==> src/hdl/srr_pkg.sv <==
package srr_pkg;

    localparam int SEQ_W  = 16;
    localparam int DATA_W = 32;
    localparam int KIND_W = 2;
    localparam int CNT_W  = 16;

    // result kinds
    localparam logic [KIND_W-1:0] KIND_ACK  = 2'd0;
    localparam logic [KIND_W-1:0] KIND_DUP  = 2'd1;
    localparam logic [KIND_W-1:0] KIND_DROP = 2'd2;
    localparam logic [KIND_W-1:0] KIND_DATA = 2'd3;

    // register map: word index taken from paddr[2]
    localparam logic REG_TOTAL_ITEMS = 1'b0;
    localparam logic [CNT_W-1:0] TOTAL_ITEMS_RST = 16'd16;

    // frame as queued between front and back
    typedef struct packed {
        logic              beyond;   // seq at or past total_items
        logic [SEQ_W-1:0]  seq;
        logic [DATA_W-1:0] data;
    } t_frame;

    typedef struct packed {
        logic [KIND_W-1:0] kind;
        logic [SEQ_W-1:0]  seq;
        logic [DATA_W-1:0] data;
        logic              last;
        logic              complete;
    } t_result;

endpackage

==> src/hdl/srr_front.sv <==
module srr_front
    import srr_pkg::*;
#(
    parameter int SEQ_BITS = 16
) (
    input  logic              i_clk,
    input  logic              i_rst_n,
    input  logic [CNT_W-1:0]  i_total,
    input  logic              i_valid,
    output logic              o_ready,
    input  logic [SEQ_W-1:0]  i_seq,
    input  logic [DATA_W-1:0] i_data,
    output logic              o_q_valid,
    input  logic              i_q_pop,
    output t_frame            o_q_frame
);

    localparam int SW = (SEQ_BITS < SEQ_W) ? SEQ_BITS : SEQ_W;
    localparam logic [SEQ_W-1:0] SEQ_MASK = SEQ_W'((32'd1 << SW) - 32'd1);

    t_frame     r_q [2];
    logic       r_wp;
    logic       r_rp;
    logic [1:0] r_cnt;

    logic       push;
    logic       pop;
    logic [SEQ_W-1:0] seq_m;

    assign seq_m     = i_seq & SEQ_MASK;
    assign o_ready   = (r_cnt != 2'd2);
    assign o_q_valid = (r_cnt != 2'd0);
    assign push      = i_valid && o_ready;
    assign pop       = i_q_pop && o_q_valid;
    assign o_q_frame = r_q[r_rp];

    always_ff @(posedge i_clk) begin
        if (!i_rst_n) begin
            r_wp  <= 1'b0;
            r_rp  <= 1'b0;
            r_cnt <= 2'd0;
        end else begin
            if (push) r_wp <= ~r_wp;
            if (pop)  r_rp <= ~r_rp;
            r_cnt <= r_cnt + {1'b0, push} - {1'b0, pop};
        end
        if (push) begin
            r_q[r_wp] <= '{beyond: (seq_m >= i_total), seq: seq_m, data: i_data};
        end
    end

endmodule

==> src/hdl/srr_back.sv <==
module srr_back
    import srr_pkg::*;
#(
    parameter int WINDOW = 8
) (
    input  logic             i_clk,
    input  logic             i_rst_n,
    input  logic [CNT_W-1:0] i_total,
    input  logic             i_q_valid,
    output logic             o_q_pop,
    input  t_frame           i_q_frame,
    output logic             o_res_valid,
    input  logic             i_res_ready,
    output t_result          o_res
);

    localparam int IW = (WINDOW > 1) ? $clog2(WINDOW) : 1;
    localparam logic [IW-1:0] LAST_SLOT = IW'(WINDOW - 1);

    typedef enum logic {
        S_IDLE,
        S_SLIDE
    } t_state;

    t_state             r_state,  n_state;
    logic [CNT_W-1:0]   r_base,   n_base;
    logic [IW-1:0]      r_bslot,  n_bslot;
    logic [WINDOW-1:0]  r_marks,  n_marks;
    logic               r_valid,  n_valid;
    t_result            r_res,    n_res;

    logic [DATA_W-1:0]  r_mem [WINDOW];
    logic [DATA_W-1:0]  r_rd;
    logic               we;
    logic [IW-1:0]      wslot;

    logic               out_free;
    logic               below;
    logic               in_win;
    logic               accept;
    logic               more;
    logic [SEQ_W-1:0]   off;
    logic [IW:0]        sum;
    logic [IW-1:0]      nslot;
    logic [CNT_W-1:0]   base_nx;

    assign out_free    = !r_valid || i_res_ready;
    assign o_res_valid = r_valid;
    assign o_res       = r_res;

    // classification against the current window
    assign below  = i_q_frame.seq < r_base;
    assign in_win = !below &&
                    ({1'b0, i_q_frame.seq} < ({1'b0, r_base} + (CNT_W+1)'(WINDOW)));
    assign accept = !i_q_frame.beyond && in_win;

    // slot = (seq mod W) = base slot + (seq - base), wrapped once
    assign off   = i_q_frame.seq - r_base;
    assign sum   = {1'b0, r_bslot} + {1'b0, off[IW-1:0]};
    assign wslot = (sum >= (IW+1)'(WINDOW)) ? IW'(sum - (IW+1)'(WINDOW)) : sum[IW-1:0];

    assign nslot   = (r_bslot == LAST_SLOT) ? '0 : IW'(r_bslot + 1'b1);
    assign base_nx = CNT_W'(r_base + 1'b1);

    always_comb begin
        n_state = r_state;
        n_base  = r_base;
        n_bslot = r_bslot;
        n_marks = r_marks;
        n_valid = r_valid && !i_res_ready;
        n_res   = r_res;
        o_q_pop = 1'b0;
        we      = 1'b0;
        more    = 1'b0;
        case (r_state)
            S_IDLE: begin
                if (i_q_valid && out_free) begin
                    o_q_pop = 1'b1;
                    we      = accept;
                    if (accept) n_marks[wslot] = 1'b1;
                    more = accept && (r_base < i_total) &&
                           (r_marks[r_bslot] || (wslot == r_bslot));
                    n_valid        = 1'b1;
                    n_res.kind     = i_q_frame.beyond ? KIND_DROP :
                                     in_win           ? KIND_ACK  :
                                     below            ? KIND_DUP  : KIND_DROP;
                    n_res.seq      = i_q_frame.seq;
                    n_res.data     = '0;
                    n_res.last     = !more;
                    n_res.complete = (r_base >= i_total);
                    n_state        = more ? S_SLIDE : S_IDLE;
                end
            end
            S_SLIDE: begin
                // entered only when the base slot is known to be marked
                if (out_free) begin
                    n_marks[r_bslot] = 1'b0;
                    n_base           = base_nx;
                    n_bslot          = nslot;
                    more = (base_nx < i_total) && r_marks[nslot] && (nslot != r_bslot);
                    n_valid        = 1'b1;
                    n_res.kind     = KIND_DATA;
                    n_res.seq      = r_base;
                    n_res.data     = r_rd;
                    n_res.last     = !more;
                    n_res.complete = (base_nx >= i_total);
                    n_state        = more ? S_SLIDE : S_IDLE;
                end
            end
            default: n_state = S_IDLE;
        endcase
    end

    always_ff @(posedge i_clk) begin
        if (!i_rst_n) begin
            r_state <= S_IDLE;
            r_base  <= '0;
            r_bslot <= '0;
            r_marks <= '0;
            r_valid <= 1'b0;
        end else begin
            r_state <= n_state;
            r_base  <= n_base;
            r_bslot <= n_bslot;
            r_marks <= n_marks;
            r_valid <= n_valid;
        end
        r_res <= n_res;
    end

    // slot store; read port follows the next base slot, write bypassed
    always_ff @(posedge i_clk) begin
        if (we) r_mem[wslot] <= i_q_frame.data;
        r_rd <= (we && (wslot == n_bslot)) ? i_q_frame.data : r_mem[n_bslot];
    end

endmodule

==> src/hdl/selective_repeat_receiver_core.sv <==
// Channel   Dir  Handshake          Payload
// s (in)    in   i_s_tvalid/o_s_tready  i_s_tdata: frame_seq, frame_data
// m (out)   out  o_m_tvalid/i_m_tready  o_m_tdata: out_seq, out_data, complete;
//                                       o_m_tuser: kind; o_m_tlast: last
// cfg       in   APB psel/penable       total_items at byte address 0
//
// Each frame yields one ack/dup/discard item, then up to WINDOW in-order
// data items when the window slides. The back end emits one item per cycle
// unless the output stalls, and a frame with no delivery then sustains one
// per cycle. A 2-entry frame queue lets input run ahead of the slide.
// Reset is synchronous, active low: base 0, all slot marks clear,
// total_items 16. Output stalls back up through the queue to o_s_tready.
module selective_repeat_receiver_core
    import srr_pkg::*;
#(
    parameter int WINDOW   = 8,
    parameter int SEQ_BITS = 16
) (
    input  logic        i_clk,
    input  logic        i_rst_n,
    // input frames
    input  logic        i_s_tvalid,
    output logic        o_s_tready,
    input  logic [47:0] i_s_tdata,   // [15:0] frame_seq, [47:16] frame_data
    // results
    output logic        o_m_tvalid,
    input  logic        i_m_tready,
    output logic [55:0] o_m_tdata,   // [15:0] out_seq, [47:16] out_data,
                                     // [48] complete, [55:49] zero
    output logic [1:0]  o_m_tuser,   // [1:0] kind
    output logic        o_m_tlast,
    // configuration
    input  logic        psel,
    input  logic        penable,
    input  logic        pwrite,
    input  logic [2:0]  paddr,
    input  logic [31:0] pwdata,
    output logic [31:0] prdata,
    output logic        pready
);

    logic [CNT_W-1:0] r_total;

    logic    q_valid;
    logic    q_pop;
    t_frame  q_frame;
    logic    res_valid;
    t_result res;

    // --- config register: word index in paddr[2], byte bits ignored
    assign pready = 1'b1;
    assign prdata = (paddr[2] == REG_TOTAL_ITEMS) ? {16'd0, r_total} : 32'd0;

    always_ff @(posedge i_clk) begin
        if (!i_rst_n) begin
            r_total <= TOTAL_ITEMS_RST;
        end else if (psel && penable && pwrite && pready &&
                     (paddr[2] == REG_TOTAL_ITEMS)) begin
            r_total <= pwdata[CNT_W-1:0];
        end
    end

    // --- front: mask seq, tag frames past the transfer, queue them
    srr_front #(
        .SEQ_BITS (SEQ_BITS)
    ) u_front (
        .i_clk     (i_clk),
        .i_rst_n   (i_rst_n),
        .i_total   (r_total),
        .i_valid   (i_s_tvalid),
        .o_ready   (o_s_tready),
        .i_seq     (i_s_tdata[15:0]),
        .i_data    (i_s_tdata[47:16]),
        .o_q_valid (q_valid),
        .i_q_pop   (q_pop),
        .o_q_frame (q_frame)
    );

    // --- back: window check, slot store, slide and deliver
    srr_back #(
        .WINDOW (WINDOW)
    ) u_back (
        .i_clk       (i_clk),
        .i_rst_n     (i_rst_n),
        .i_total     (r_total),
        .i_q_valid   (q_valid),
        .o_q_pop     (q_pop),
        .i_q_frame   (q_frame),
        .o_res_valid (res_valid),
        .i_res_ready (i_m_tready),
        .o_res       (res)
    );

    assign o_m_tvalid = res_valid;
    assign o_m_tdata  = {7'd0, res.complete, res.data, res.seq};
    assign o_m_tuser  = res.kind;
    assign o_m_tlast  = res.last;

endmodule
==> config.mk <==
export PLATFORM = sky130hd
export DESIGN_NAME = selective_repeat_receiver_core
export DESIGN_NICKNAME = d
export VERILOG_FILES = /design/src/hdl/srr_pkg.sv /design/src/hdl/srr_front.sv /design/src/hdl/srr_back.sv /design/src/hdl/selective_repeat_receiver_core.sv
export SDC_FILE = /design/constraint.sdc
export NUM_CORES = 1
export LEC_CHECK = 0
export BUFFER_PORTS_ARGS = -buffer_cell sky130_fd_sc_hd__buf_4
export CORE_MARGIN = 5
export CORE_UTILIZATION = 60
export CTS_BUF_LIST = sky130_fd_sc_hd__clkbuf_4 sky130_fd_sc_hd__clkbuf_8
export DETAILED_ROUTE_END_ITERATION = 10
export PLACE_DENSITY = 0.84
export SLEW_MARGIN = 40
export SYNTH_ARGS = -nofsm -noshare
export SYNTH_HDL_FRONTEND = slang
export SYNTH_SLANG_ARGS = --single-unit
==> constraint.sdc <==
create_clock -name i_clk -period 12.7 [get_ports i_clk]
set_clock_uncertainty 0.05 [all_clocks]
set_input_delay 0.635 -clock i_clk [delete_from_list [all_inputs] [get_ports i_clk]]
set_output_delay 0.635 -clock i_clk [all_outputs]
set_load 0.01 [all_outputs]
== Word level (Yosys, flattened, before mapping) ==
Memories as Yosys holds them, arrays and structs flattened. A register that Yosys moved wholly into a read port is not among the register bits.
Index checks and enable logic that the tools add are counted.

* Register bits after elaboration: 101
* Memory bits (writable): 354
* Input port bits: 90
* Word-level logic and storage cells: 119
* Memories: 2

{| class="wikitable"
|+ Memory list
! name !! depth !! width !! read ports !! clocked after memory_dff !! write ports !! line !! source
|-
| u_back.r_mem || 8 || 32 || 1 || 1 || 1 || srr_back.sv:32 || <nowiki>logic [DATA_W-1:0] r_mem [WINDOW];</nowiki>
|-
| u_front.r_q || 2 || 49 || 1 || 1 || 1 || srr_front.sv:21 || <nowiki>t_frame r_q [2];</nowiki>
|}

* Add/sub/neg operators: 8
* Order comparisons: 13
* Eq/ne operators: 7
* Multiplexer cells: 41
* Bitwise gates (word level): 7
* Reductions and logical operators: 27

{| class="wikitable"
|+ Operators with widths
! kind !! number
|-
| 52-bit two-way mux || 2
|-
| 52-bit one-hot mux with 2 select lines || 1
|-
| 16-bit greater-or-equal comparator || 3
|-
| 16-bit < comparator || 3
|-
| 8-bit two-way mux || 3
|-
| 1-bit two-way mux || 20
|-
| 16-bit by 4-bit adder with 17-bit output (second input constant) || 1
|-
| 16-bit by 17-bit < comparator with 1-bit output || 1
|-
| 16-bit by 1-bit adder with 16-bit output (second input constant) || 1
|-
| 16-bit two-way mux || 1
|-
| 8-bit one-hot mux with 2 select lines || 1
|-
| 1-bit logical AND || 15
|-
| 3-bit by 4-bit < comparator with 1-bit output (second input constant) || 3
|-
| 3-bit two-way mux || 4
|-
| 8-bit AND || 1
|-
| 8-bit inverter || 1
|-
| 8-bit bitwise OR || 1
|-
| 1-bit binary-select mux with 3-bit select || 2
|-
| 1-bit demux with 3-bit select || 2
|-
| 3-bit by 1-bit greater-or-equal comparator with 1-bit output (second input constant) || 2
|-
| 1-bit zero test || 6
|-
| 2-bit two-way mux || 3
|-
| 3-bit by 3-bit adder with 4-bit output || 1
|-
| 4-bit greater-or-equal comparator (second input constant) || 1
|-
| 16 further kinds || 24
|}

== Logic depth before layout (Yosys ltp) ==
Gate-level depths: netlist (run 1).

* Depth after elaboration: 12
* Depth in mapped cells: 15
* Depth with buffers taken out: 14

== Cells and area by module ==
Synthesis (run 1) repeated with hierarchy kept, for this count alone.

* Cells, all modules: 1292
* Area total of the unflattened synthesis: 20224.4 um^2

{| class="wikitable"
|+ By module, submodules not included
! module !! instances !! cells each !! area an instance (um^2)
|-
| srr_back || 1 || 949 || 15108.2
|-
| srr_front || 1 || 230 || 4151.5
|-
| selective_repeat_receiver_core || 1 || 113 || 964.7
|}

== Least setup slack after synthesis (run 1) ==
OpenSTA, ideal clock, no wires.

* Kind: register to register
* Start point: register with a tool-made name
* End point: memory u_back.r_mem[7][0] (enable)
* Arrival: 6444 ps
* Required time: 12137 ps
* Path slack: 5693 ps
* Stages on the path, launching flop included: 12
* Path buffers: 2
* Clock period less this slack: 7007 ps
* Cells stage by stage: dfxtp_1 -> clkbuf_1 -> clkbuf_1 -> mux2i_1 -> ha_1 -> inv_1 -> fa_1 -> inv_1 -> fa_1 -> xnor3_1 -> xor2_1 -> nor4b_1

{| class="wikitable"
|+ RTL lines
! item !! line
|-
| end: declaration || srr_back.sv:32
|}

== Final worst setup path (run 1) ==
* Start point: register u_back.r_base[3]
* End point: memory u_back.r_mem[1][27] (enable)

* Word-level cells in the longest chain between the ends: 8

{| class="wikitable"
|+ Ends and longest elaborated chain
! item !! line !! source
|-
| start: declaration || srr_back.sv:26 || <nowiki>logic [CNT_W-1:0] r_base, n_base;</nowiki>
|-
| start signal: assignment || srr_back.sv:123 || <nowiki>r_base <= n_base;</nowiki>
|-
| 16-bit by 4-bit adder with 17-bit output / 16-bit < comparator (equally long branches) || srr_back.sv:54, srr_back.sv:52 ||
|-
| 16-bit by 17-bit < comparator with 1-bit output / 1-bit zero test (equally long branches) || srr_back.sv:54, srr_back.sv:53 ||
|-
| 1-bit logical AND * || srr_back.sv:53 || <nowiki>assign in_win = !below &&</nowiki>
|-
| 1-bit logical AND * || srr_back.sv:55 || <nowiki>assign accept = !i_q_frame.beyond && in_win;</nowiki>
|-
| 1-bit two-way mux * || srr_back.sv:77 || <nowiki>if (i_q_valid && out_free) begin</nowiki>
|-
| 1-bit two-way mux * || srr_back.sv:75 || <nowiki>case (r_state)</nowiki>
|-
| 1-bit two-way mux * || srr_back.sv:133 || <nowiki>if (we) r_mem[wslot] <= i_q_frame.data;</nowiki>
|-
| 1-bit two-way mux (not written as such) * || srr_back.sv:133 ||
|}

Mark *: on every way between the ends. The rest lies on a longest branch, timed or not.

==> run metrics, run 1 <==
status=complete, no violations; hold path start=i_s_tdata[31]; Total Wirelength=42650 µm; Pleak=7.910 nW; Ys Warns=0; GR Util met1=31.21%; distinct cell type count after synthesis=66; DIE AREA=37020 µm²; H-Tree Depth=3; fraction of the mapped netlist area in compound gates=4.487%; Tightest Pin Transition=0.8413 ns; Seq cells post-synth=459; clock power share=31.1%; final cycle utilization of the critical path=39.74%; xor/xnor share of the synthesized area=1.911%; fin util=70.04%; fmax=198.1 MHz; Sw Pwr=0.001026 W; Clock Tree Buf Depth=3; GR Util met3=4.703%; footprint of the multi-input gates=6307 µm²; r2r setup slk=7.65 ns; Slew Viols, Final=0; insertion delay to the later sink of the worst-skew pair=0.60 ns; vias=11370; CTS tree=built; number of max-cap violations=0; post-synthesis mux area share=12.13%; Power per Cell Area=166.0 nW/µm²; synth top area cells=edfxtp_1 (61%), mux4_2 (7.6%), ha_1 (5.3%), dfxtp_1 (5.3%), mux2_2 (2.8%); pin count of the biggest net entering global routing=77; die width=192.4 µm; Post-DP HPWL=26200 µm; final instance area=22900 µm²; fin crit period=5.047 ns; I/O Pins=184; post-layout worst setup margin=7.653 ns; initial antenna violation count=0; crit path max fanout=32; ANT cells=0; worst hold path endpoint=u_front.r_q[0][15]$_DFFE_PP_; Syn Inst Count=1259; Avg Cell Area, Syn=15.86 µm²; EDFF count, synth=406; dpl cell area=21480 µm²; area share of the largest cell type after synthesis=61.06%; port bufs=141; layout cell share with drive strength beyond 1=27.76%; Initial Util=61.05%; total iterations of the first detailed-routing run=5; Inserted Clock Buffers=71; worst hold path type=input pin to register; Final Wtd Congestion=0.8741; Startpoint Class=register; FF-to-FF path depth=14; Nets=1615; Internal Power=0.002777 W; Routed WL per cell=22.02 µm; Post-Synth Simple-Gate Area=6.706%; DRC=0; data required time of the worst path=12.86 ns; FF-to-FF End=u_back.r_mem[1][27]$_DFFE_PP_; sequential area share after synthesis=66.38%; Setup CP Type=register to register; core footprint=32700 µm²; worst rel slew slack=43.91%; setup bufs post-CTS=0; cell taking the most area after synthesis=edfxtp_1; Net Sw Frac=26.97%; synth cell count leaders=edfxtp_1 (406), ha_1 (85), nand2_1 (68); Initial DRC Count=1020; root buffer cell=clkbuf_8; VDD IR max=0.09998 mV; setup violators final=0; number of global-route vias before repair=11660; register area=13260 µm²; die span in y=192.4 µm; Seq pwr share=50.8%; CTS Sinks=459; FF-to-FF Start=u_back.r_base[3]$_SDFFE_PN0P_; Fin. Hold Viols=0; logic gate share of total power=18.1%; RSZ-0062 raised after global routing=no; post-CTS sizing=0; post-route setup TNS=0 ns; clock slew at reported path FFs=0.06 ns; M2 GR Usage=38.21%; main combinational cell family by area after synthesis=multiplexers; global-route wire length before repair=65120 µm; row cnt=66; count leader, synth=edfxtp_1; area growth from synthesis to layout=14.72%; total global routing track utilization=23.13%; Post-Syn Area=19970 µm²; CP arrival=5.20 ns; DP Worst Slack=7.730 ns; hold_buf cts=0; antenna-violating nets left=0; total gr overflow=0; vias per cell=5.868; critical path endpoint category=register; GR peak layer=met2; filler cell count=2047; hold depth=1; FFs w/ async S/R, synth=0%; Post-Synth Adder-Cell Area=5.527%; ys flop type=edfxtp_1
per-layer routing:
layer | wire length, µm | part of all wire [%]
met1 | 17120 | 40
met2 | 21140 | 50
met3 | 3091 | 7.2
met4 | 1292 | 3.0
met5 | 0 | 0
worst max-delay path, stage by stage (launching register included):
cell	delay [ns]
dfxtp_1	0.57
ha_1	0.28
nand3_1	0.18
nor4_1	0.54
nand3_1	0.28
nor2_1	0.24
xnor2_1	0.14
ha_1	0.26
nand3_1	0.14
nor2_1	0.06
a221o_1	0.32
o31a_1	0.39
or2_1	0.37
nor4_2	0.30
buf_4	0.53
cells by family after synthesis:
kind of cell               count (synthesis)
muxes                                    152
xor gates and xnor gates                  42
DFF                                      459
buffers and inverters                    122
other                                      2
and+or+nand+nor                          260
AOI/OAI and AO/OA                        135
adders and majority gates                 87
worst max path at each step:
stage	from	end	slack, ns	cells after the start
CTS	u_back.r_base[3]$_SDFFE_PN0P_	u_back.r_mem[1][27]$_DFFE_PP_	7.71	14
floorplan	register	u_back.r_mem[7][0]$_DFFE_PP_	5.69	11
detailed placement	u_back.r_base[3]$_SDFFE_PN0P_	u_back.r_mem[1][15]$_DFFE_PP_	7.73	14
global route	u_back.r_base[3]$_SDFFE_PN0P_	u_back.r_mem[4][27]$_DFFE_PP_	7.44	15
global placement	u_back.r_base[3]$_SDFFE_PN0P_	u_back.r_mem[4][15]$_DFFE_PP_	7.72	15
finish	u_back.r_base[3]$_SDFFE_PN0P_	u_back.r_mem[1][27]$_DFFE_PP_	7.65	14
final cells by class:
class	count	share of cell area (%)
multi-input cells	700	27.54
inverters	47	0.7702
flip-flops and latches	459	57.90
repair buffers	159	5.332
clock buffers	101	5.304
clock inverters	29	0.7429
well taps	442	2.415
state kept, by name, indices dropped and copies added (netlist names), named ones only:
register / flops
u_back.r_mem: 256
u_front.r_q: 98
u_back.o_res: 52
r_total: 16
u_back.r_base: 16
u_back.r_marks: 8
u_back.r_bslot: 3
u_front.r_cnt: 2
u_back.o_res_valid: 1
u_back.r_state: 1
u_front.r_rp: 1
u_front.r_wp: 1
power groups by stage:
stage | clock [W] | combinational (W) | sequential, W
after floorplan | 0 | 0.000375 | 0.00199
after global placement | 0 | 0.000655 | 0.00196
after detailed placement | 0 | 0.000686 | 0.00196
after CTS | 0.00121 | 0.000691 | 0.00193
after global routing | 0.00129 | 0.000750 | 0.00194
final | 0.00118 | 0.000689 | 0.00193
layout by cell type, fill, tap and decap left out, types with 10 or more instances in the layout:
cell type  synthesis  layout
dfxtp_1           53      48
conb_1             2      24
a21o_1            18      18
a21boi_0          21      21
nor2_1            52      48
mux2i_1           35      35
inv_1             43      43
xnor2_1           37      37
buf_4             25     156
a21oi_1           32      32
edfxtp_1         406     406
nor2b_1           41      41
and2_1            20      20
nand3_1           18      18
clkbuf_4           0      28
o21ai_0           23      23
mux2_2            50      50
clkbuf_8           0      73
clkinv_1           2      20
nand2b_1          10      10
mux4_2            67      67
nand2_1           68      68
ha_1              85      85
through the flow:
step	total power, W	hold WS, ns	cells
after floorplan	0.002364	0.3935	1281
after detailed placement	0.002649	0.4077	1806
after global placement	0.002611	0.4016	1806
after global routing	0.003977	0.1383	1937
final	0.003802	0.1701	1937
after CTS	0.003829	0.1397	1936
No activity file was read; power rests on OpenSTA's default activity.
==> run 2: changes to the inputs <==
- ABC_AREA: not set -> 1
- CORE_UTILIZATION: 60 -> 56
- PLACE_DENSITY: 0.84 -> 0.83
- clock period: 12.7 -> 4.12 ns (I/O delays scaled with it)
==> run metrics, run 2 <==
status=complete, no violations (unchanged); Syn Inst Count=1706 (was 1259); vias=14140 (was 11370); hold_buf cts=83 (was 0); CP arrival=3.95 ns (was 5.20 ns); layout cell share with drive strength beyond 1=17.86% (was 27.76%); Seq cells post-synth=459 (unchanged); vias per cell=5.745 (was 5.868); synth cell count leaders=edfxtp_1 (406), nor2_1 (270), o21ai_0 (235) (was edfxtp_1 (406), ha_1 (85), nand2_1 (68)); worst rel slew slack=46.44% (was 43.91%); total global routing track utilization=23.88% (was 23.13%); Inserted Clock Buffers=73 (was 71); die span in y=199.5 µm (was 192.4 µm); fmax=268.6 MHz (was 198.1 MHz); setup violators final=0 (unchanged); total gr overflow=0 (unchanged); DP Worst Slack=0.4637 ns (was 7.730 ns); Clock Tree Buf Depth=3 (unchanged); final cycle utilization of the critical path=90.35% (was 39.74%); antenna-violating nets left=0 (unchanged); Setup CP Type=register to register (unchanged); port bufs=141 (unchanged); root buffer cell=clkbuf_8 (unchanged); distinct cell type count after synthesis=48 (was 66); Fin. Hold Viols=0 (unchanged); Total Wirelength=47990 µm (was 42650 µm); final instance area=24030 µm² (was 22900 µm²); Routed WL per cell=19.50 µm (was 22.02 µm); footprint of the multi-input gates=6103 µm² (was 6307 µm²); Initial DRC Count=1331 (was 1020); Nets=2123 (was 1615); pin count of the biggest net entering global routing=98 (was 77); core footprint=35480 µm² (was 32700 µm²); row cnt=69 (was 66); count leader, synth=edfxtp_1 (unchanged); I/O Pins=184 (unchanged); CTS tree=built (unchanged); insertion delay to the later sink of the worst-skew pair=0.62 ns (was 0.60 ns); Initial Util=56.68% (was 61.05%); clock slew at reported path FFs=0.06 ns (about the same); Pleak=9.092 nW (was 7.910 nW); dpl cell area=21710 µm² (was 21480 µm²); fin crit period=3.722 ns (was 5.047 ns); Seq pwr share=48.7% (was 50.8%); post-route setup TNS=0 ns (unchanged); Ys Warns=0 (unchanged); data required time of the worst path=4.35 ns (was 12.86 ns); worst hold path type=input pin to register (unchanged); Tot Pwr=0.01240 W (was 0.003802 W); critical path endpoint category=register (unchanged); Power per Cell Area=516.0 nW/µm² (was 166.0 nW/µm²); Avg Cell Area, Syn=11.79 µm² (was 15.86 µm²); number of global-route vias before repair=14300 (was 11660); DRC=0 (unchanged); post-CTS sizing=0 (unchanged); Most flops, register=u_back.r_mem (unchanged); final hold slack=0.1347 ns (was 0.1701 ns); sequential area share after synthesis=65.90% (was 66.38%); Post-Syn Area=20110 µm² (was 19970 µm²); post-layout worst setup margin=0.3976 ns (was 7.653 ns); global-route wire length before repair=74230 µm (was 65120 µm); max reg flops=256 (unchanged); area growth from synthesis to layout=19.49% (was 14.72%); cell taking the most area after synthesis=edfxtp_1 (unchanged); DIE AREA=39800 µm² (was 37020 µm²); r2r setup slk=0.40 ns (was 7.65 ns); setup bufs post-CTS=0 (unchanged); VDD IR max=0.3551 mV (was 0.09998 mV); Post-DP HPWL=28180 µm (was 26200 µm); CTS Sinks=459 (unchanged); EDFF count, synth=406 (unchanged); H-Tree Depth=3 (unchanged); number of max-cap violations=0 (unchanged); FFs w/ async S/R, synth=0% (unchanged); Startpoint Class=register (unchanged); Tightest Pin Transition=0.7984 ns (was 0.8413 ns); Net Sw Frac=27.90% (was 26.97%); crit path max fanout=32 (unchanged); most common cell after layout, fill and taps aside=edfxtp_1 (unchanged); clock power share=31.8% (was 31.1%); most frequent cells in the layout=edfxtp_1 (406), nor2_1 (264), o21ai_0 (235) (was edfxtp_1 (406), buf_4 (156), ha_1 (85)); Slew Viols, Final=0 (unchanged); hold path start=i_s_tvalid (was i_s_tdata[31]); RSZ-0062 raised after global routing=no (unchanged); register area=13260 µm² (about the same); initial antenna violation count=1 (was 0); die width=199.5 µm (was 192.4 µm); ys flop type=edfxtp_1 (unchanged); synth top area cells=edfxtp_1 (61%), o21ai_0 (5.8%), ha_1 (5.3%), dfxtp_1 (5.3%), nor2_1 (5.0%) (was edfxtp_1 (61%), mux4_2 (7.6%), ha_1 (5.3%), dfxtp_1 (5.3%), mux2_2 (2.8%)); Internal Power=0.008940 W (was 0.002777 W); filler cell count=2386 (was 2047); logic gate share of total power=19.5% (was 18.1%); Final Wtd Congestion=0.9256 (was 0.8741); area share of the largest cell type after synthesis=60.62% (was 61.06%); Sw Pwr=0.003460 W (was 0.001026 W); total iterations of the first detailed-routing run=5 (unchanged)
[run 2: changes by cell type after synthesis, sizes merged, moves of 21 or more]
cell    delta
a21boi    -21
a21oi     +47
a31oi     +29
inv       +66
mux2i     -34
mux4      -67
nand2     +71
nor2     +220
nor2b     -41
o21ai    +214
o22ai     +31
xnor2     -35
[run 2: final timing paths]
| kind | endpoint | cells past startpoint |
|---|---|---|
| min reg2reg | u_back.r_marks[5]$_SDFFE_PN0P_ | 2 |
| max | u_back.r_mem[1][27]$_DFFE_PP_ | 14 |
| min | u_front.r_wp$_SDFFE_PN0P_ | 5 |
| max reg2reg | u_back.r_mem[1][27]$_DFFE_PP_ | 14 |
[run 2: per-layer routing]
metal | track usage [%] | wire length (µm) | vias up
li1 | - | - | 6525
met1 | 29.47 | 17830 | 6749
met2 | 41.36 | 24370 | 729
met3 | 4.451 | 4061 | 136
met4 | 10.31 | 1724 | 0
met5 | 0 | 0 | -
[run 2: cell type report]
| cell class | instances | area share, % |
|---|---|---|
| flip-flops and latches | 459 | 55.18 |
| clock buffers | 94 | 5.019 |
| repair buffers | 247 | 9.065 |
| diodes | 1 | 0.01041 |
| multi-input cells | 1052 | 25.40 |
| clock inverters | 34 | 1.161 |
| well taps | 461 | 2.400 |
| inverters | 113 | 1.765 |
[run 2: power by group through the flow]
stage	clock network, W	registers, W	logic [W]
after floorplan	0	0.00618	0.00131
after global placement	0	0.00611	0.00225
after detailed placement	0	0.00612	0.00232
after CTS	0.00399	0.00604	0.00241
after global routing	0.00424	0.00607	0.00266
final	0.00394	0.00604	0.00242
[run 2: cells by family (layout without fill, tap and decap cells)]
kind of cell | after synthesis | in the layout | synth area share, %
simple gates | 467 | 467 | 9.544
flops | 459 | 459 | 65.90
compound gates | 400 | 400 | 10.60
buf+inv | 217 | 488 | 4.623
fa+ha+maj | 87 | 87 | 5.487
mux | 48 | 48 | 2.682
xor+xnor | 26 | 26 | 1.132
other cells | 2 | 25 | 0.03734
[run 2: metrics by stage]
step           utilization (%)  std cells
3_5_place_dp             61.19       2249
5_1_grt                  67.72       2461
6_report                 67.72       2461
3_3_place_gp             61.18       2249
4_1_cts                  67.72       2460
2_1_floorplan                -       1728
[run 2: critical path, stage by stage (launching register included)]
cell	delay [ns]
dfxtp_2	0.62
mux2i_1	0.30
ha_1	0.18
inv_1	0.06
fa_1	0.48
inv_1	0.05
fa_1	0.37
inv_1	0.12
nor2_1	0.07
nor2_1	0.11
nand3_1	0.08
nand2_1	0.15
nand2_1	0.19
nor3_4	0.25
buf_12	0.29
==> run 3: changes to the inputs <==
- CORE_MARGIN: 5 -> not set
- RECOVER_POWER: not set -> 50
- REMOVE_ABC_BUFFERS: not set -> 1
==> run metrics, run 3 (synthesis gave the netlist of run 2 again) <==
Tightest Pin Transition=2.428 ns (was 0.7984 ns); Power per Cell Area=512.1 nW/µm² (was 516.0 nW/µm²); Slew Viols, Final=86 (was 0); core footprint=35480 µm² (unchanged); row cnt=69 (unchanged); Nets=2122 (was 2123); Post-DP HPWL=27850 µm (was 28180 µm); vias per cell=5.650 (was 5.745); H-Tree Depth=3 (unchanged); Final Wtd Congestion=0.8743 (was 0.9256); total gr overflow=0 (unchanged); Total Wirelength=46410 µm (was 47990 µm); CP arrival=3.79 ns (was 3.95 ns); setup violators final=0 (unchanged); die width=191.5 µm (was 199.5 µm); insertion delay to the later sink of the worst-skew pair=0.61 ns (was 0.62 ns); Tot Pwr=0.01206 W (was 0.01240 W); vias=13880 (was 14140); logic gate share of total power=18.0% (was 19.5%); Setup CP Type=register to register (unchanged); I/O Pins=184 (unchanged); CTS Sinks=459 (unchanged); status=finished with violations (was complete, no violations); worst path bufs/invs=4 (unchanged); VDD IR max=0.3338 mV (was 0.3551 mV); initial antenna violation count=1 (unchanged); CP peak stage delay=0.49 ns (was 0.62 ns); root buffer cell=clkbuf_8 (unchanged); clock slew at reported path FFs=0.06 ns (about the same); crit-path leading delay family=adder cells (unchanged); clock power share=32.1% (was 31.8%); critical path endpoint category=register (unchanged); most frequent cells in the layout=edfxtp_1 (406), nor2_1 (267), o21ai_0 (235) (was edfxtp_1 (406), nor2_1 (264), o21ai_0 (235)); Clock Tree Buf Depth=3 (unchanged); crit path max fanout=32 (unchanged); failing checks=capacitance limit, slew limit; antenna-violating nets left=0 (unchanged); port bufs=141 (unchanged); final hold slack=0.02780 ns (was 0.1347 ns); slowest CP cell=fa_1 (was dfxtp_2); worst hold path type=input pin to register (unchanged); fmax=280.6 MHz (was 268.6 MHz); fin crit period=3.563 ns (was 3.722 ns); Initial DRC Count=1392 (was 1331); worst-path cell chain=mux2i_1, ha_1, inv_1, fa_1, inv_1, fa_1, inv_1, nor2_1, nor2_1, nand3_1, nand2_1, nand2_1, nor3_2, buf_12 (was mux2i_1, ha_1, inv_1, fa_1, inv_1, fa_1, inv_1, nor2_1, nor2_1, nand3_1, nand2_1, nand2_1, nor3_4, buf_12); post-CTS sizing=0 (unchanged); max reg flops=256 (unchanged); Startpoint Class=register (unchanged); number of max-cap violations=3 (was 0); Initial Util=56.68% (unchanged); Sw Pwr=0.003415 W (was 0.003460 W); data required time of the worst path=4.35 ns (about the same); worst rel slew slack=-61.87% (was 46.44%); die span in y=191.5 µm (was 199.5 µm); Most flops, register=u_back.r_mem (unchanged); most common cell after layout, fill and taps aside=edfxtp_1 (unchanged); Inserted Clock Buffers=73 (unchanged); r2r setup slk=0.56 ns (was 0.40 ns); DRC=0 (unchanged); Seq pwr share=49.8% (was 48.7%); total iterations of the first detailed-routing run=6 (was 5); most used cell, CP=inv_1 (unchanged); Net Sw Frac=28.33% (was 27.90%); post-route setup TNS=0 ns (unchanged); Routed WL per cell=18.89 µm (was 19.50 µm); Pleak=8.690 nW (was 9.092 nW); area growth from synthesis to layout=17.07% (was 19.49%); layout cell share with drive strength beyond 1=10.38% (was 17.86%); RSZ-0062 raised after global routing=no (unchanged); global-route wire length before repair=71720 µm (was 74230 µm); pin count of the biggest net entering global routing=86 (was 98); final cycle utilization of the critical path=86.49% (was 90.35%); Internal Power=0.008640 W (was 0.008940 W); number of global-route vias before repair=14060 (was 14300); DIE AREA=36670 µm² (was 39800 µm²); Fin. Hold Viols=0 (unchanged); CTS tree=built (unchanged); total global routing track utilization=25.55% (was 23.88%)
[run 3: cell count changes in the layout (fill, tap and decap cells not counted), moves of 4 or more]
cell      before  now
clkbuf_8      80   74
nor2_4         8    2
buf_4        154   33
mux2_2        47    6
clkbuf_1       0   98
clkbuf_4      14   42
nor3_2         1    5
mux2_1         0   41
nor3_4         5    1
[run 3: per-layer routing]
metal | global-route usage, % | share of wire (%) | wire (µm)
met2 | 44.94 | 50 | 23370
met1 | 31.27 | 40 | 18360
met4 | 10.26 | 3.1 | 1427
met5 | 0 | 0 | 0
met3 | 4.223 | 7.0 | 3248
[run 3: area by class of cell]
class / count / area, µm²
clock inverters: 31 / 276.5
multi-input cells: 1052 / 6041
diodes: 1 / 2.502
inverters: 113 / 426.7
fillers: 2607 / 11940
well taps: 461 / 576.8
clock buffers: 93 / 1161
flip-flops and latches: 459 / 13260
repair buffers: 246 / 1800
[run 3: power by group through the flow]
stage / Clock [W] / Combinational [W] / Sequential (W)
6_report: 0.00387 / 0.00217 / 0.00601
3_3_place_gp: 0 / 0.00223 / 0.00609
5_1_grt: 0.00413 / 0.00241 / 0.00604
4_1_cts: 0.00392 / 0.00240 / 0.00601
2_1_floorplan: 0 / 0.00118 / 0.00626
3_5_place_dp: 0 / 0.00232 / 0.00610
[run 3: worst paths after layout]
kind                          startpoint                             to  cells past startpoint
min                           i_s_tvalid      u_front.r_wp$_SDFFE_PN0P_                      5
min reg2reg  u_front.r_cnt[1]$_SDFF_PN0_    u_front.r_cnt[1]$_SDFF_PN0_                      1
max                             register  u_back.r_mem[3][10]$_DFFE_PP_                     14
max reg2reg                     register  u_back.r_mem[3][10]$_DFFE_PP_                     14
[run 3: through the flow]
step	utilization (%)	std cells	setup WS [ns]	area [µm²]
3_5_place_dp	61.05	2249	0.6584	21660
3_3_place_gp	61.05	2249	0.7376	21660
2_1_floorplan	-	1624	-1.927	19690
4_1_cts	67.42	2455	0.6671	23920
6_report	66.35	2456	0.5566	23540
5_1_grt	66.35	2456	0.2806	23540
[run 3: timing repair]
action                    4_1_cts  5_1_grt
hold buffers                   82        0
hold endpoints to repair      125        0
setup buffers                   0        0
[run 3: worst reg2reg max path: cells and delay by family (launching register included)]
kind / cells / cell delay [ns]
flip-flops: 1 / 0.46
AND/OR/NAND/NOR: 6 / 0.83
multiplexers: 1 / 0.31
adder cells (fa/ha/maj): 3 / 1.06
buffers and inverters: 4 / 0.52
